--- src/design/hpid_pkg.sv ---
`timescale 1ns / 1ps

package hpid_pkg;

    // field widths
    localparam int HEAD_W  = 15;
    localparam int DT_W    = 16;
    localparam int SP_W    = 16;
    localparam int GAIN_W  = 24;
    localparam int SERVO_W = 14;

    // apb register map
    localparam int PDATA_W   = 32;
    localparam int PADDR_W   = 4;
    localparam int REG_IDX_W = 2;

    localparam logic [REG_IDX_W-1:0] REG_SETPOINT = 2'd0;
    localparam logic [REG_IDX_W-1:0] REG_KP       = 2'd1;
    localparam logic [REG_IDX_W-1:0] REG_KI       = 2'd2;
    localparam logic [REG_IDX_W-1:0] REG_KD       = 2'd3;

    localparam logic [SP_W-1:0]   RST_SETPOINT = 16'd5760;
    localparam logic [GAIN_W-1:0] RST_KP       = 24'd65536;
    localparam logic [GAIN_W-1:0] RST_KI       = 24'd655;
    localparam logic [GAIN_W-1:0] RST_KD       = 24'd6554;

    // fixed point format
    localparam int ANGLE_FRAC_BITS = 6;
    localparam int GAIN_FRAC_BITS  = 16;
    localparam int LIMIT_DEG       = 90;
    localparam int MS_PER_S        = 1000;

    // internal widths
    localparam int ERR_W     = 17;
    localparam int DIFF_W    = 18;
    localparam int EMAG_W    = 16;
    localparam int DMAG_W    = 17;
    localparam int MUL_STEPS = 17;
    localparam int PROD_W    = GAIN_W + MUL_STEPS;
    localparam int INUM_W    = PROD_W - 1 + MUL_STEPS;
    localparam int DNUM_W    = PROD_W + MUL_STEPS;
    localparam int DIV_STEPS = 56;
    localparam int IREM_W    = 10;
    localparam int DREM_W    = DT_W;
    localparam int IQ_W      = 47;
    localparam int DQ_W      = 51;
    localparam int ISUM_W    = 48;
    localparam int ACC_W     = 54;
    localparam int CNT_W     = $clog2(DIV_STEPS);

    localparam longint LIMIT_VAL =
        longint'(LIMIT_DEG) << (ANGLE_FRAC_BITS + GAIN_FRAC_BITS);
    localparam logic [ACC_W-1:0] LIMIT_POS = ACC_W'(LIMIT_VAL);
    localparam logic [ACC_W-1:0] LIMIT_NEG = ACC_W'(-LIMIT_VAL);
    localparam logic [SERVO_W-1:0] SERVO_MAX =
        SERVO_W'((2 * LIMIT_VAL) >> GAIN_FRAC_BITS);

    localparam logic [ISUM_W-1:0] ISUM_MAX = {1'b0, {(ISUM_W-1){1'b1}}};
    localparam logic [ISUM_W-1:0] ISUM_MIN = {1'b1, {(ISUM_W-1){1'b0}}};

    typedef enum logic [6:0] {
        S_IDLE = 7'b0000001,
        S_MUL1 = 7'b0000010,
        S_MUL2 = 7'b0000100,
        S_DIV  = 7'b0001000,
        S_FIN1 = 7'b0010000,
        S_FIN2 = 7'b0100000,
        S_FIN3 = 7'b1000000
    } t_state;

endpackage

--- src/design/heading_pid_servo_controller_unit.sv ---
`timescale 1ns / 1ps

// heading pid servo controller
// input channel (i_in_valid / o_in_ready) carries one pid update: measured heading
// and elapsed milliseconds. output channel (o_out_valid / i_out_ready) returns the
// servo angle and a clamp flag, one result per input transfer, in order.
// gains and setpoint sit behind an apb port (0x0 setpoint, 0x4 kp, 0x8 ki, 0xc kd).
// the user must write them only while no update is in flight; the block does not enforce it.
// each update runs bit-serially through one sequencer: two shift-add multiply passes
// (p, i and d products side by side), a restoring divide (integral by 1000 and
// derivative by dt in parallel), then the final steps FIN1, FIN2 and FIN3, which
// saturate the integral, sum the terms and clamp. the sequencer returns to idle
// once the result is loaded, and only then is the next input taken.
// a stalled receiver holds the result in the output register; the next update is
// still accepted and computed, and waits in its last step until the register frees.
// reset loads the default gains and setpoint, clears the integral and the previous
// error and empties the output register.

module heading_pid_servo_controller_unit
    import hpid_pkg::*;
(
    input  logic                      i_clk,
    input  logic                      i_rst_n,

    input  logic                      psel,
    input  logic                      penable,
    input  logic                      pwrite,
    input  logic [PADDR_W-1:0]        paddr,
    input  logic [PDATA_W-1:0]        pwdata,
    output logic [PDATA_W-1:0]        prdata,
    output logic                      pready,

    input  logic                      i_in_valid,
    output logic                      o_in_ready,
    input  logic signed [HEAD_W-1:0]  i_measured_heading,
    input  logic [DT_W-1:0]           i_elapsed_ms,

    output logic                      o_out_valid,
    input  logic                      i_out_ready,
    output logic [SERVO_W-1:0]        o_servo_angle,
    output logic                      o_output_clamped
);

    t_state r_state;
    logic [CNT_W-1:0] r_cnt;

    logic signed [SP_W-1:0] r_setpoint;
    logic [GAIN_W-1:0] r_kp;
    logic [GAIN_W-1:0] r_ki;
    logic [GAIN_W-1:0] r_kd;

    logic [ISUM_W-1:0] r_integ;
    logic signed [ERR_W-1:0] r_last_err;

    logic r_e_neg;
    logic r_diff_neg;
    logic r_dt_zero;
    logic [EMAG_W-1:0] r_e_mag;
    logic [DT_W-1:0] r_dt;

    logic [PROD_W-1:0] r_p_prod;
    logic [PROD_W-1:0] r_i_prod;
    logic [PROD_W-1:0] r_d_prod;
    logic [INUM_W-1:0] r_i_num;
    logic [DNUM_W-1:0] r_d_num;
    logic [IREM_W-1:0] r_i_rem;
    logic [DREM_W-1:0] r_d_rem;
    logic [ACC_W-1:0] r_acc;

    logic r_out_valid;
    logic [SERVO_W-1:0] r_servo;
    logic r_clamped;

    logic cfg_wr;
    logic w_load;

    logic signed [ERR_W-1:0] w_err;
    logic signed [DIFF_W-1:0] w_diff;
    logic [EMAG_W-1:0] w_emag;
    logic [DMAG_W-1:0] w_dmag;

    logic [GAIN_W:0] n_p_sum;
    logic [GAIN_W:0] n_i_sum;
    logic [GAIN_W:0] n_d_sum;
    logic [PROD_W-1:0] n_p_prod;
    logic [PROD_W-1:0] n_i_prod;
    logic [PROD_W-1:0] n_d_prod;

    logic [PROD_W-1:0] n_im_sum;
    logic [PROD_W:0] n_dm_sum;
    logic [INUM_W-1:0] n_i_mul;
    logic [DNUM_W-1:0] n_d_mul;

    logic [IREM_W:0] n_i_trial;
    logic [DREM_W:0] n_d_trial;
    logic n_i_qbit;
    logic n_d_qbit;
    logic [IREM_W-1:0] n_i_rem;
    logic [DREM_W-1:0] n_d_rem;
    logic [INUM_W-1:0] n_i_div;
    logic [DNUM_W-1:0] n_d_div;

    logic [ISUM_W-1:0] n_i_mag;
    logic [ISUM_W-1:0] n_inc;
    logic [ISUM_W:0] n_isum;
    logic [ISUM_W-1:0] n_integ;
    logic [ACC_W-1:0] n_p_mag;
    logic [ACC_W-1:0] n_d_mag;
    logic [ACC_W-1:0] n_p_term;
    logic [ACC_W-1:0] n_d_term;
    logic [ACC_W-1:0] n_acc_pd;
    logic [ACC_W-1:0] n_acc_all;
    logic [ACC_W-1:0] n_sum;
    logic [ACC_W-1:0] n_span;
    logic n_clamped;

    // apb port
    assign pready = 1'b1;
    assign cfg_wr = psel && penable && pwrite;

    always_comb begin
        unique case (paddr[PADDR_W-1:2])
            REG_SETPOINT: prdata = {{(PDATA_W-SP_W){1'b0}}, r_setpoint};
            REG_KP:       prdata = {{(PDATA_W-GAIN_W){1'b0}}, r_kp};
            REG_KI:       prdata = {{(PDATA_W-GAIN_W){1'b0}}, r_ki};
            REG_KD:       prdata = {{(PDATA_W-GAIN_W){1'b0}}, r_kd};
            default:      prdata = '0;
        endcase
    end

    assign o_in_ready       = (r_state == S_IDLE);
    assign o_out_valid      = r_out_valid;
    assign o_servo_angle    = r_servo;
    assign o_output_clamped = r_clamped;

    assign w_load = (r_state == S_FIN3) && (!r_out_valid || i_out_ready);

    // error and error change, in sign and magnitude
    always_comb begin
        w_err  = ERR_W'(i_measured_heading) - ERR_W'(r_setpoint);
        w_diff = DIFF_W'(w_err) - DIFF_W'(r_last_err);
        w_emag = w_err[ERR_W-1] ? EMAG_W'(-w_err) : EMAG_W'(w_err);
        w_dmag = w_diff[DIFF_W-1] ? DMAG_W'(-w_diff) : DMAG_W'(w_diff);
    end

    // shift-add multiply steps, multiplier in the low bits, lsb first
    always_comb begin
        n_p_sum  = {1'b0, r_p_prod[PROD_W-1:MUL_STEPS]}
                 + (r_p_prod[0] ? {1'b0, r_kp} : '0);
        n_i_sum  = {1'b0, r_i_prod[PROD_W-1:MUL_STEPS]}
                 + (r_i_prod[0] ? {1'b0, r_ki} : '0);
        n_d_sum  = {1'b0, r_d_prod[PROD_W-1:MUL_STEPS]}
                 + (r_d_prod[0] ? {1'b0, r_kd} : '0);
        n_p_prod = {n_p_sum, r_p_prod[MUL_STEPS-1:1]};
        n_i_prod = {n_i_sum, r_i_prod[MUL_STEPS-1:1]};
        n_d_prod = {n_d_sum, r_d_prod[MUL_STEPS-1:1]};

        n_im_sum = {1'b0, r_i_num[INUM_W-1:MUL_STEPS]}
                 + (r_i_num[0] ? {1'b0, r_i_prod[PROD_W-2:0]} : '0);
        n_dm_sum = {1'b0, r_d_num[DNUM_W-1:MUL_STEPS]}
                 + (r_d_num[0] ? {1'b0, r_d_prod} : '0);
        n_i_mul  = {n_im_sum, r_i_num[MUL_STEPS-1:1]};
        n_d_mul  = {n_dm_sum, r_d_num[MUL_STEPS-1:1]};
    end

    // restoring divide steps, dividend in the low DIV_STEPS bits becomes the quotient
    always_comb begin
        n_i_trial = {r_i_rem, r_i_num[DIV_STEPS-1]};
        n_i_qbit  = (n_i_trial >= (IREM_W+1)'(MS_PER_S));
        n_i_rem   = n_i_qbit ? IREM_W'(n_i_trial - (IREM_W+1)'(MS_PER_S))
                             : n_i_trial[IREM_W-1:0];
        n_i_div   = {r_i_num[INUM_W-2:0], n_i_qbit};

        n_d_trial = {r_d_rem, r_d_num[DIV_STEPS-1]};
        n_d_qbit  = (n_d_trial >= {1'b0, r_dt});
        n_d_rem   = n_d_qbit ? DREM_W'(n_d_trial - {1'b0, r_dt})
                             : n_d_trial[DREM_W-1:0];
        n_d_div   = {r_d_num[DNUM_W-2:0], n_d_qbit};
    end

    // integral saturation, term sums and output clamp
    always_comb begin
        n_i_mag = ISUM_W'(r_i_num[IQ_W-1:0]);
        n_inc   = r_e_neg ? -n_i_mag : n_i_mag;
        n_isum  = {r_integ[ISUM_W-1], r_integ} + {n_inc[ISUM_W-1], n_inc};
        if (n_isum[ISUM_W] != n_isum[ISUM_W-1]) begin
            n_integ = n_isum[ISUM_W] ? ISUM_MIN : ISUM_MAX;
        end else begin
            n_integ = n_isum[ISUM_W-1:0];
        end

        n_p_mag  = ACC_W'(r_p_prod[PROD_W-2:0]);
        n_d_mag  = ACC_W'(r_d_num[DQ_W-1:0]);
        n_p_term = r_e_neg ? -n_p_mag : n_p_mag;
        n_d_term = r_dt_zero ? '0 : (r_diff_neg ? -n_d_mag : n_d_mag);
        n_acc_pd = n_p_term + n_d_term;
        n_acc_all = r_acc + {{(ACC_W-ISUM_W){r_integ[ISUM_W-1]}}, r_integ};

        n_clamped = 1'b0;
        n_sum     = r_acc;
        if ($signed(r_acc) < $signed(LIMIT_NEG)) begin
            n_sum     = LIMIT_NEG;
            n_clamped = 1'b1;
        end
        if ($signed(r_acc) > $signed(LIMIT_POS)) begin
            n_sum     = LIMIT_POS;
            n_clamped = 1'b1;
        end
        n_span = LIMIT_POS - n_sum;
    end

    // control state
    always_ff @(posedge i_clk) begin
        if (!i_rst_n) begin
            r_state     <= S_IDLE;
            r_cnt       <= '0;
            r_setpoint  <= RST_SETPOINT;
            r_kp        <= RST_KP;
            r_ki        <= RST_KI;
            r_kd        <= RST_KD;
            r_integ     <= '0;
            r_last_err  <= '0;
            r_out_valid <= 1'b0;
        end else begin
            if (cfg_wr) begin
                unique case (paddr[PADDR_W-1:2])
                    REG_SETPOINT: r_setpoint <= pwdata[SP_W-1:0];
                    REG_KP:       r_kp       <= pwdata[GAIN_W-1:0];
                    REG_KI:       r_ki       <= pwdata[GAIN_W-1:0];
                    REG_KD:       r_kd       <= pwdata[GAIN_W-1:0];
                    default: ;
                endcase
            end

            if (w_load) begin
                r_out_valid <= 1'b1;
            end else if (i_out_ready) begin
                r_out_valid <= 1'b0;
            end

            unique case (r_state)
                S_IDLE: begin
                    if (i_in_valid) begin
                        r_last_err <= w_err;
                        r_cnt      <= CNT_W'(MUL_STEPS - 1);
                        r_state    <= S_MUL1;
                    end
                end
                S_MUL1: begin
                    if (r_cnt == '0) begin
                        r_cnt   <= CNT_W'(MUL_STEPS - 1);
                        r_state <= S_MUL2;
                    end else begin
                        r_cnt <= r_cnt - 1'b1;
                    end
                end
                S_MUL2: begin
                    if (r_cnt == '0) begin
                        r_cnt   <= CNT_W'(DIV_STEPS - 1);
                        r_state <= S_DIV;
                    end else begin
                        r_cnt <= r_cnt - 1'b1;
                    end
                end
                S_DIV: begin
                    if (r_cnt == '0) begin
                        r_state <= S_FIN1;
                    end else begin
                        r_cnt <= r_cnt - 1'b1;
                    end
                end
                S_FIN1: begin
                    r_integ <= n_integ;
                    r_state <= S_FIN2;
                end
                S_FIN2: begin
                    r_state <= S_FIN3;
                end
                S_FIN3: begin
                    if (w_load) begin
                        r_state <= S_IDLE;
                    end
                end
                default: begin
                    r_state <= S_IDLE;
                end
            endcase
        end
    end

    // datapath
    always_ff @(posedge i_clk) begin
        unique case (r_state)
            S_IDLE: begin
                if (i_in_valid) begin
                    r_e_neg    <= w_err[ERR_W-1];
                    r_diff_neg <= w_diff[DIFF_W-1];
                    r_e_mag    <= w_emag;
                    r_dt       <= i_elapsed_ms;
                    r_dt_zero  <= (i_elapsed_ms == '0);
                    r_p_prod   <= PROD_W'(w_emag);
                    r_i_prod   <= PROD_W'(i_elapsed_ms);
                    r_d_prod   <= PROD_W'(w_dmag);
                end
            end
            S_MUL1: begin
                r_p_prod <= n_p_prod;
                r_i_prod <= n_i_prod;
                r_d_prod <= n_d_prod;
                if (r_cnt == '0) begin
                    r_i_num <= INUM_W'(r_e_mag);
                    r_d_num <= DNUM_W'(MS_PER_S);
                end
            end
            S_MUL2: begin
                r_i_num <= n_i_mul;
                r_d_num <= n_d_mul;
                if (r_cnt == '0) begin
                    r_i_rem <= '0;
                    r_d_rem <= '0;
                end
            end
            S_DIV: begin
                r_i_num <= n_i_div;
                r_d_num <= n_d_div;
                r_i_rem <= n_i_rem;
                r_d_rem <= n_d_rem;
            end
            S_FIN1: begin
                r_acc <= n_acc_pd;
            end
            S_FIN2: begin
                r_acc <= n_acc_all;
            end
            S_FIN3: begin
                if (w_load) begin
                    r_servo   <= n_span[GAIN_FRAC_BITS +: SERVO_W];
                    r_clamped <= n_clamped;
                end
            end
            default: ;
        endcase
    end

    a_accept_starts: assert property (@(posedge i_clk) disable iff (!i_rst_n)
        (i_in_valid && o_in_ready) |=>
            (r_state == S_MUL1 && r_cnt == CNT_W'(MUL_STEPS - 1)))
        else $error("update did not start the multiply pass");

    a_load_result: assert property (@(posedge i_clk) disable iff (!i_rst_n)
        w_load |=> (r_out_valid && r_state == S_IDLE))
        else $error("finished update not presented");

    a_irem_bound: assert property (@(posedge i_clk) disable iff (!i_rst_n)
        (r_state == S_DIV) |-> (r_i_rem < IREM_W'(MS_PER_S)))
        else $error("integral divide remainder out of range");

    a_drem_bound: assert property (@(posedge i_clk) disable iff (!i_rst_n)
        (r_state == S_DIV && !r_dt_zero) |-> (r_d_rem < r_dt))
        else $error("derivative divide remainder out of range");

    a_clamp_edge: assert property (@(posedge i_clk) disable iff (!i_rst_n)
        (r_out_valid && r_clamped) |-> (r_servo == '0 || r_servo == SERVO_MAX))
        else $error("clamped result not at a servo end stop");

endmodule

--- config.mk ---
export PLATFORM = sky130hd
export DESIGN_NAME = heading_pid_servo_controller_unit
export DESIGN_NICKNAME = d
export VERILOG_FILES = /design/src/design/hpid_pkg.sv /design/src/design/heading_pid_servo_controller_unit.sv
export SDC_FILE = /design/constraint.sdc
export NUM_CORES = 2
export LEC_CHECK = 0
export ABC_CLOCK_PERIOD_IN_PS = 17030
export BUFFER_PORTS_ARGS = -buffer_cell sky130_fd_sc_hd__buf_4
export CAP_MARGIN = 20
export CELL_PAD_IN_SITES_DETAIL_PLACEMENT = 1
export CELL_PAD_IN_SITES_GLOBAL_PLACEMENT = 1
export CORE_ASPECT_RATIO = 0.9
export CORE_MARGIN = 10
export CORE_UTILIZATION = 30
export DETAILED_ROUTE_END_ITERATION = 6
export PLACE_DENSITY_LB_ADDON = 0.1
export SETUP_SLACK_MARGIN = 0.05
export SLEW_MARGIN = 5
export SYNTH_ARGS = -nofsm -noshare
export SYNTH_HDL_FRONTEND = slang
export SYNTH_SLANG_ARGS = --single-unit
export TNS_END_PERCENT = 10
--- constraint.sdc ---
create_clock -name i_clk -period 17.03 [get_ports i_clk]
set_clock_uncertainty 0.2 [all_clocks]
set_input_delay 1.703 -clock i_clk [delete_from_list [all_inputs] [get_ports i_clk]]
set_output_delay 1.703 -clock i_clk [all_outputs]
set_load 0.005 [all_outputs]
======== Word-level counts from Yosys, hierarchy flattened ========
Index checks and enable logic that the tools add are counted.
W data, S select, Z words.
word-level totals
  flip-flop bits (word level) ............. 535
  input port bits ......................... 74
  output and inout port bits .............. 50
  word-level logic and storage cells ...... 136
cells by class
  add/subtract/negate cells ............... 19
  $lt $le $gt $ge ......................... 4
  equality and inequality tests ........... 17
  multiplexer cells ....................... 47
  reductions and logical operators ........ 25
operators with widths
  kind                    number
  $pmux W41 S2            3
  $pmux W58 S3            1
  $pmux W57 S3            1
  $mux W41                4
  $mux W54                3
  $mux W48                3
  $pmux W32 S4            1
  $add A54 B54 Y54        2
  $pmux W54 S2            1
  $add A24 B24 Y25        3
  $mux W24                3
  $mux W30                2
  $mux W58                1
  $mux W57                1
  $gt A54 B30 Y1 const B  1
  $lt A54 B30 Y1 const B  1
  $neg A40 Y54            1
  $neg A51 Y54            1
  $add A48 B48 Y49        1
  $pmux W7 S7             1
  $mux W16                3
  $neg A47 Y48            1
  $add A41 B41 Y42        1
  $add A40 B40 Y41        1
  other kinds (42)        71

======== Depth between registers and ports, before layout ========
  depth after elaboration ................. 6
  mapped depth ............................ 26

======== Least setup slack after synthesis ========
OpenSTA, ideal clock, no wires.
  path kind ............................... flip-flop to flip-flop
  start point ............................. reg r_state[2]
  end point ............................... reg r_d_num[0], enable pin
  arrival ................................. 9.411 ns
  data required time ...................... 16.082 ns
  setup slack ............................. 6.671 ns
  stages on the path, launching flop included .. 6
  period minus slack after synthesis ...... 10.359 ns
  cell sequence ........................... dfxtp_1 > nor3_1 > nand4b_1 > clkbuf_1 > clkbuf_1 > o21ai_0
on the way
  cells in the longest elaborated chain, start to end .. 3
  elaborated cells on any way between the ends .. 6
  classes of those cells .................. eq/ne: 4; reduce/logical: 2
ends and longest elaborated chain
  item                                                                        line                                      RTL
  from (decl)                                                                 heading_pid_servo_controller_unit.sv:44   t_state r_state;
  from (signal assigned)                                                      heading_pid_servo_controller_unit.sv:215  r_state <= S_IDLE;
  from (signal assigned)                                                      heading_pid_servo_controller_unit.sv:246  r_state <= S_MUL1;
  from (signal assigned)                                                      heading_pid_servo_controller_unit.sv:252  r_state <= S_MUL2;
  $eq A7 B2 Y1, or another cell as far along                                  heading_pid_servo_controller_unit.sv:293  unique case (r_state)
  $ne A2 B2 Y1 (no source line) / $reduce_bool A3 Y1 (equally long branches)  -
  $reduce_and A2 Y1 (no source line) (*)                                      -
  to (signal assigned)                                                        heading_pid_servo_controller_unit.sv:312  r_d_num <= DNUM_W'(MS_PER_S);
  to (signal assigned)                                                        heading_pid_servo_controller_unit.sv:317  r_d_num <= n_d_mul;
  to (signal assigned)                                                        heading_pid_servo_controller_unit.sv:325  r_d_num <= n_d_div;
  to (decl)                                                                   heading_pid_servo_controller_unit.sv:65   logic [DNUM_W-1:0] r_d_num;
Mark *: on every way between the ends. The rest lies on a longest branch, timed or not.
A chain may end at the register's enable or synchronous reset.

======== Worst setup path in the final report ========
  start point ............................. reg r_i_num[20]
  end point ............................... reg r_integ[19]
on the way
  cells in the longest elaborated chain, start to end .. 5
  elaborated cells on any way between the ends .. 6
  classes of those cells .................. add/sub: 2; eq/ne: 1; mux: 3
ends and longest elaborated chain
  item                                             line                                                                                RTL
  from (decl)                                      heading_pid_servo_controller_unit.sv:64                                             logic [INUM_W-1:0] r_i_num;
  from (signal assigned)                           heading_pid_servo_controller_unit.sv:311                                            r_i_num <= INUM_W'(r_e_mag);
  from (signal assigned)                           heading_pid_servo_controller_unit.sv:316                                            r_i_num <= n_i_mul;
  from (signal assigned)                           heading_pid_servo_controller_unit.sv:324                                            r_i_num <= n_i_div;
  $neg A47 Y48                                     heading_pid_servo_controller_unit.sv:184                                            n_inc = r_e_neg ? -n_i_mag : n_i_mag;
  $mux W48 (*)                                     heading_pid_servo_controller_unit.sv:184
  $add A48 B48 Y49 (*)                             heading_pid_servo_controller_unit.sv:185                                            n_isum = {r_integ[ISUM_W-1], r_integ} + {n_inc[ISUM_W-1], n_inc};
  $mux W48 / $ne A1 B1 Y1 (equally long branches)  heading_pid_servo_controller_unit.sv:187, heading_pid_servo_controller_unit.sv:186
  $mux W48 (*)                                     heading_pid_servo_controller_unit.sv:186                                            if (n_isum[ISUM_W] != n_isum[ISUM_W-1]) begin
  to (signal assigned)                             heading_pid_servo_controller_unit.sv:273                                            r_integ <= n_integ;
  to (decl)                                        heading_pid_servo_controller_unit.sv:52                                             logic [ISUM_W-1:0] r_integ;
Marked as above.

==> insert_results.sql <==
INSERT INTO impl_metrics (metric_group, metric, value, unit) VALUES
('yosys', 'syn_avg_cell_area', '8.48', 'µm²'),
('clock_network', 'cts_stage_hold_buffer_count', '0', ''),
('drt', 'detailedRoute.firstPassIterationCount', '5', ''),
('final_layout', 'layout.cells.most_common', 'sky130_fd_sc_hd__nand2_1', ''),
('yosys', 'seq_total_area_yosys', '32.8', '%'),
('global_routing', 'grt_antenna_before_repair', '6', ''),
('drt', 'route.detailed.wl_per_inst', '21.6', 'µm'),
('place', 'placed_cells', '7063', ''),
('drt', 'finalWirelength', '155000', 'µm'),
('drt', 'average_via_count_per_standard_cell', '5.29', ''),
('worst_hold_path', 'min_from', 'r_last_err[14]$_SDFFE_PN0P_', ''),
('yosys', 'post_synth_fa_ha_maj_area_fraction', '11.5', '%'),
('sta', 'timing_max_transition_violations_final', '0', ''),
('global_routing', 'grt_max_degree', '84', ''),
('pwr', 'cellLeakagePower', '19.6', 'nW'),
('run_status', 'run_status', 'completed', ''),
('setup_path', 'worst-r2r-setup-slack', '9.65', 'ns'),
('sta', 'hold_ws', '0.252', 'ns'),
('setup_path', 'critPathTopFamily', 'simple AND/OR/NAND/NOR gates', ''),
('sta', 'timing.final.setup_violations', '0', ''),
('floorplan', 'chipWidth', '423', 'µm'),
('setup_path', 'reg2reg_from', 'r_i_num[20]$_DFFE_PP_', ''),
('yosys', 'synth_compound_gate_area_share', '21.9', '%'),
('yosys', 'ys_warn_count', '0', ''),
('yosys', 'synthArstFlopShare', '0', '%'),
('drt', 'drc_errors_left', '0', ''),
('yosys', 'post_synthesis_mux_area_share', '1.85', '%'),
('clock_network', 'clk_root_buffer_cell', 'sky130_fd_sc_hd__clkbuf_16', ''),
('final_layout', 'instances_no_fill', '7207', ''),
('sta', 'worst-slew-pin-transition', '1.05', 'ns'),
('setup_path', 'timing.critical_path.fanout_max', '27', ''),
('setup_path', 'cp.arrival', '7.76', 'ns'),
('floorplan', 'i_o_pin_cnt', '124', ''),
('worst_hold_path', 'min_delay_path_depth', '2', ''),
('setup_path', 'worst-r2r-cell-count', '21', ''),
('floorplan', 'dieArea', '162000', 'µm²'),
('pwr', 'p_per_area', '92.5', 'nW/µm²'),
('sta', 'grt_setup_unrepaired', 'no', ''),
('clock_network', 'worst_skew_pair_latency', '0.69', 'ns'),
('clock_network', 'h-tree-depth', '3', ''),
('final_layout', 'layout_common_cells', 'sky130_fd_sc_hd__nand2_1 (633), sky130_fd_sc_hd__a21oi_1 (490), sky130_fd_sc_hd__nor2_1 (393)', ''),
('drt', 'dr_total_vias', '38100', ''),
('sta', 'timing.max_slew.rel_slack', '28.5', '%'),
('global_routing', 'grt_most_used_layer', 'met2', ''),
('setup_path', 'worst-endpoint-required', '17.41', 'ns'),
('global_routing', 'via_count_of_the_first_global_routing_pass', '39300', ''),
('clock_network', 'maximum_buffer_depth_of_the_clock_tree', '3', ''),
('place', 'detailedPlace.worstSlack', '9.41', 'ns'),
('clock_network', 'cts-buffers-inserted', '74', ''),
('worst_hold_path', 'min_delay_worst_endpoint', 'r_last_err[14]$_SDFFE_PN0P_', ''),
('final_layout', 'fillerInstances', '17100', ''),
('global_routing', 'gr-usage-all-layers', '18.6', '%'),
('yosys', 'post_synth_and_or_nand_nor_area_fraction', '19.4', '%'),
('floorplan', 'core_region_area', '146000', 'µm²'),
('global_routing', 'grtUsageMet1', '27.1', '%'),
('setup_path', 'path_cells', 'or4_4 -> or4_4 -> or3_4 -> or4_4 -> or3_1 -> or4_1 -> nand2_1 -> xnor2_1 -> ha_1 -> nand2_1 -> nor4_1 -> nand3b_1 -> a31o_2 -> and3_1 -> o21a_1 -> o221a_2 -> xor2_2 -> buf_4 -> a21oi_1 -> nand2_1 -> a31oi_1', ''),
('global_routing', 'global_routing_met3_resource_utilization', '2.43', '%'),
('sta', 'finalWorstPathRequiredPeriod', '7.38', 'ns'),
('worst_hold_path', 'min_path_type', 'reg2reg', ''),
('floorplan', 'core.rowCount', '133', ''),
('place', 'portBuffers', '104', ''),
('sta', 'min_period_over_period', '43.3', '%'),
('yosys', 'synth-edff-count', '368', ''),
('setup_path', 'cpMaxStageDelayCell', 'sky130_fd_sc_hd__a21oi_1', ''),
('final_layout', 'nets', '5635', ''),
('global_routing', 'overflow', '0', ''),
('setup_path', 'timing_worst_setup_path_type', 'reg2reg', ''),
('yosys', 'netlist_instances', '5178', ''),
('sta', 'achievable-frequency', '136', 'MHz'),
('setup_path', 'crit-reg2reg-capture', 'r_integ[19]$_SDFFE_PN0P_', ''),
('setup_path', 'critical_path.startpoint_type', 'register', '');
[logic make-up after synthesis]
family,after synthesis
mux,58
fa+ha+maj,401
buf+inv,402
compound gates,1548
xor+xnor,453
other cells,2
flops,535
simple gates,1779
[state kept, by name, indices dropped and copies added (netlist names), 6 cells and up]
register       cells
r_last_err        17
r_acc             54
r_kp              24
r_d_num           58
r_p_prod          41
r_i_rem           10
r_kd              24
r_integ           48
r_d_rem           16
r_dt              16
r_cnt              6
r_setpoint        16
r_d_prod          41
r_e_mag           16
r_state            7
o_servo_angle     14
r_i_num           57
r_ki              24
r_i_prod          41
[cell usage after synthesis (all sizes together), types with 79 or more instances]
| cell type | number | area (µm²) |
|---|---|---|
| o21ai | 376 | 1890 |
| nor3 | 79 | 395 |
| a21o | 182 | 1370 |
| a21oi | 490 | 2450 |
| ha | 364 | 4550 |
| nor2 | 394 | 1480 |
| nand3 | 84 | 420 |
| edfxtp | 368 | 11100 |
| clkbuf | 209 | 785 |
| nand2 | 635 | 2380 |
| xor2 | 205 | 1800 |
| inv | 171 | 642 |
| dfxtp | 167 | 3340 |
| xnor2 | 248 | 2170 |
| and2 | 176 | 1100 |
[tightest hold or removal path, cell delays in order (launching register included)]
cell and delay, ns:
sky130_fd_sc_hd__dfxtp_1 0.31, sky130_fd_sc_hd__nand2_1 0.05, sky130_fd_sc_hd__a21oi_1 0.05
[layout make-up]
| cell class | instances | area, µm² | share of cell area [%] |
|---|---|---|---|
| Clock buffer | 97 | 2020 | 4.09 |
| Multi-Input combinational cell | 4248 | 28100 | 56.8 |
| Antenna cell | 4 | 10.0 | 0.0202 |
| Clock inverter | 39 | 598 | 1.21 |
| Timing Repair Buffer | 155 | 1240 | 2.51 |
| Tap cell | 1957 | 2450 | 4.95 |
| Inverter | 172 | 648 | 1.31 |
| Sequential cell | 535 | 14400 | 29.1 |
[per-layer routing]
layer / wire length (µm) / vias to the layer above
li1: - / 18800
met1: 80000 / 18600
met2: 67000 / 484
met3: 4680 / 155
met4: 3710 / 2
met5: 13 / -
[through the flow]
step                cell area, µm²  power [W]
floorplan                    43900    0.00249
global placement             46700    0.00286
detailed placement           46700    0.00287
CTS                          49400    0.00463
global route                 49400    0.00483
finish                       49400    0.00457
[how the worst max path moves through the flow]
stage	startpoint	endpoint	cells past startpoint
4_1_cts	r_i_num[21]$_DFFE_PP_	r_integ[19]$_SDFFE_PN0P_	21
2_1_floorplan	r_state[2]$_SDFFE_PN0P_	r_d_num[0]$_DFFE_PP_	5
3_5_place_dp	i_measured_heading[0]	r_d_prod[16]$_DFFE_PP_	23
5_1_grt	r_i_num[21]$_DFFE_PP_	r_integ[8]$_SDFFE_PN0P_	21
3_3_place_gp	i_measured_heading[0]	r_d_prod[16]$_DFFE_PP_	23
6_report	r_i_num[20]$_DFFE_PP_	r_integ[19]$_SDFFE_PN0P_	21
[report_power, final]
group | switching, W | leakage, nW | total (W) | internal, W
clock | 0.000683 | 1.27 | 0.00172 | 0.00104
sequential | 0.0000698 | 4.72 | 0.00157 | 0.00150
combinational | 0.000781 | 13.6 | 0.00128 | 0.000495
(Power assumes the default switching activity.)
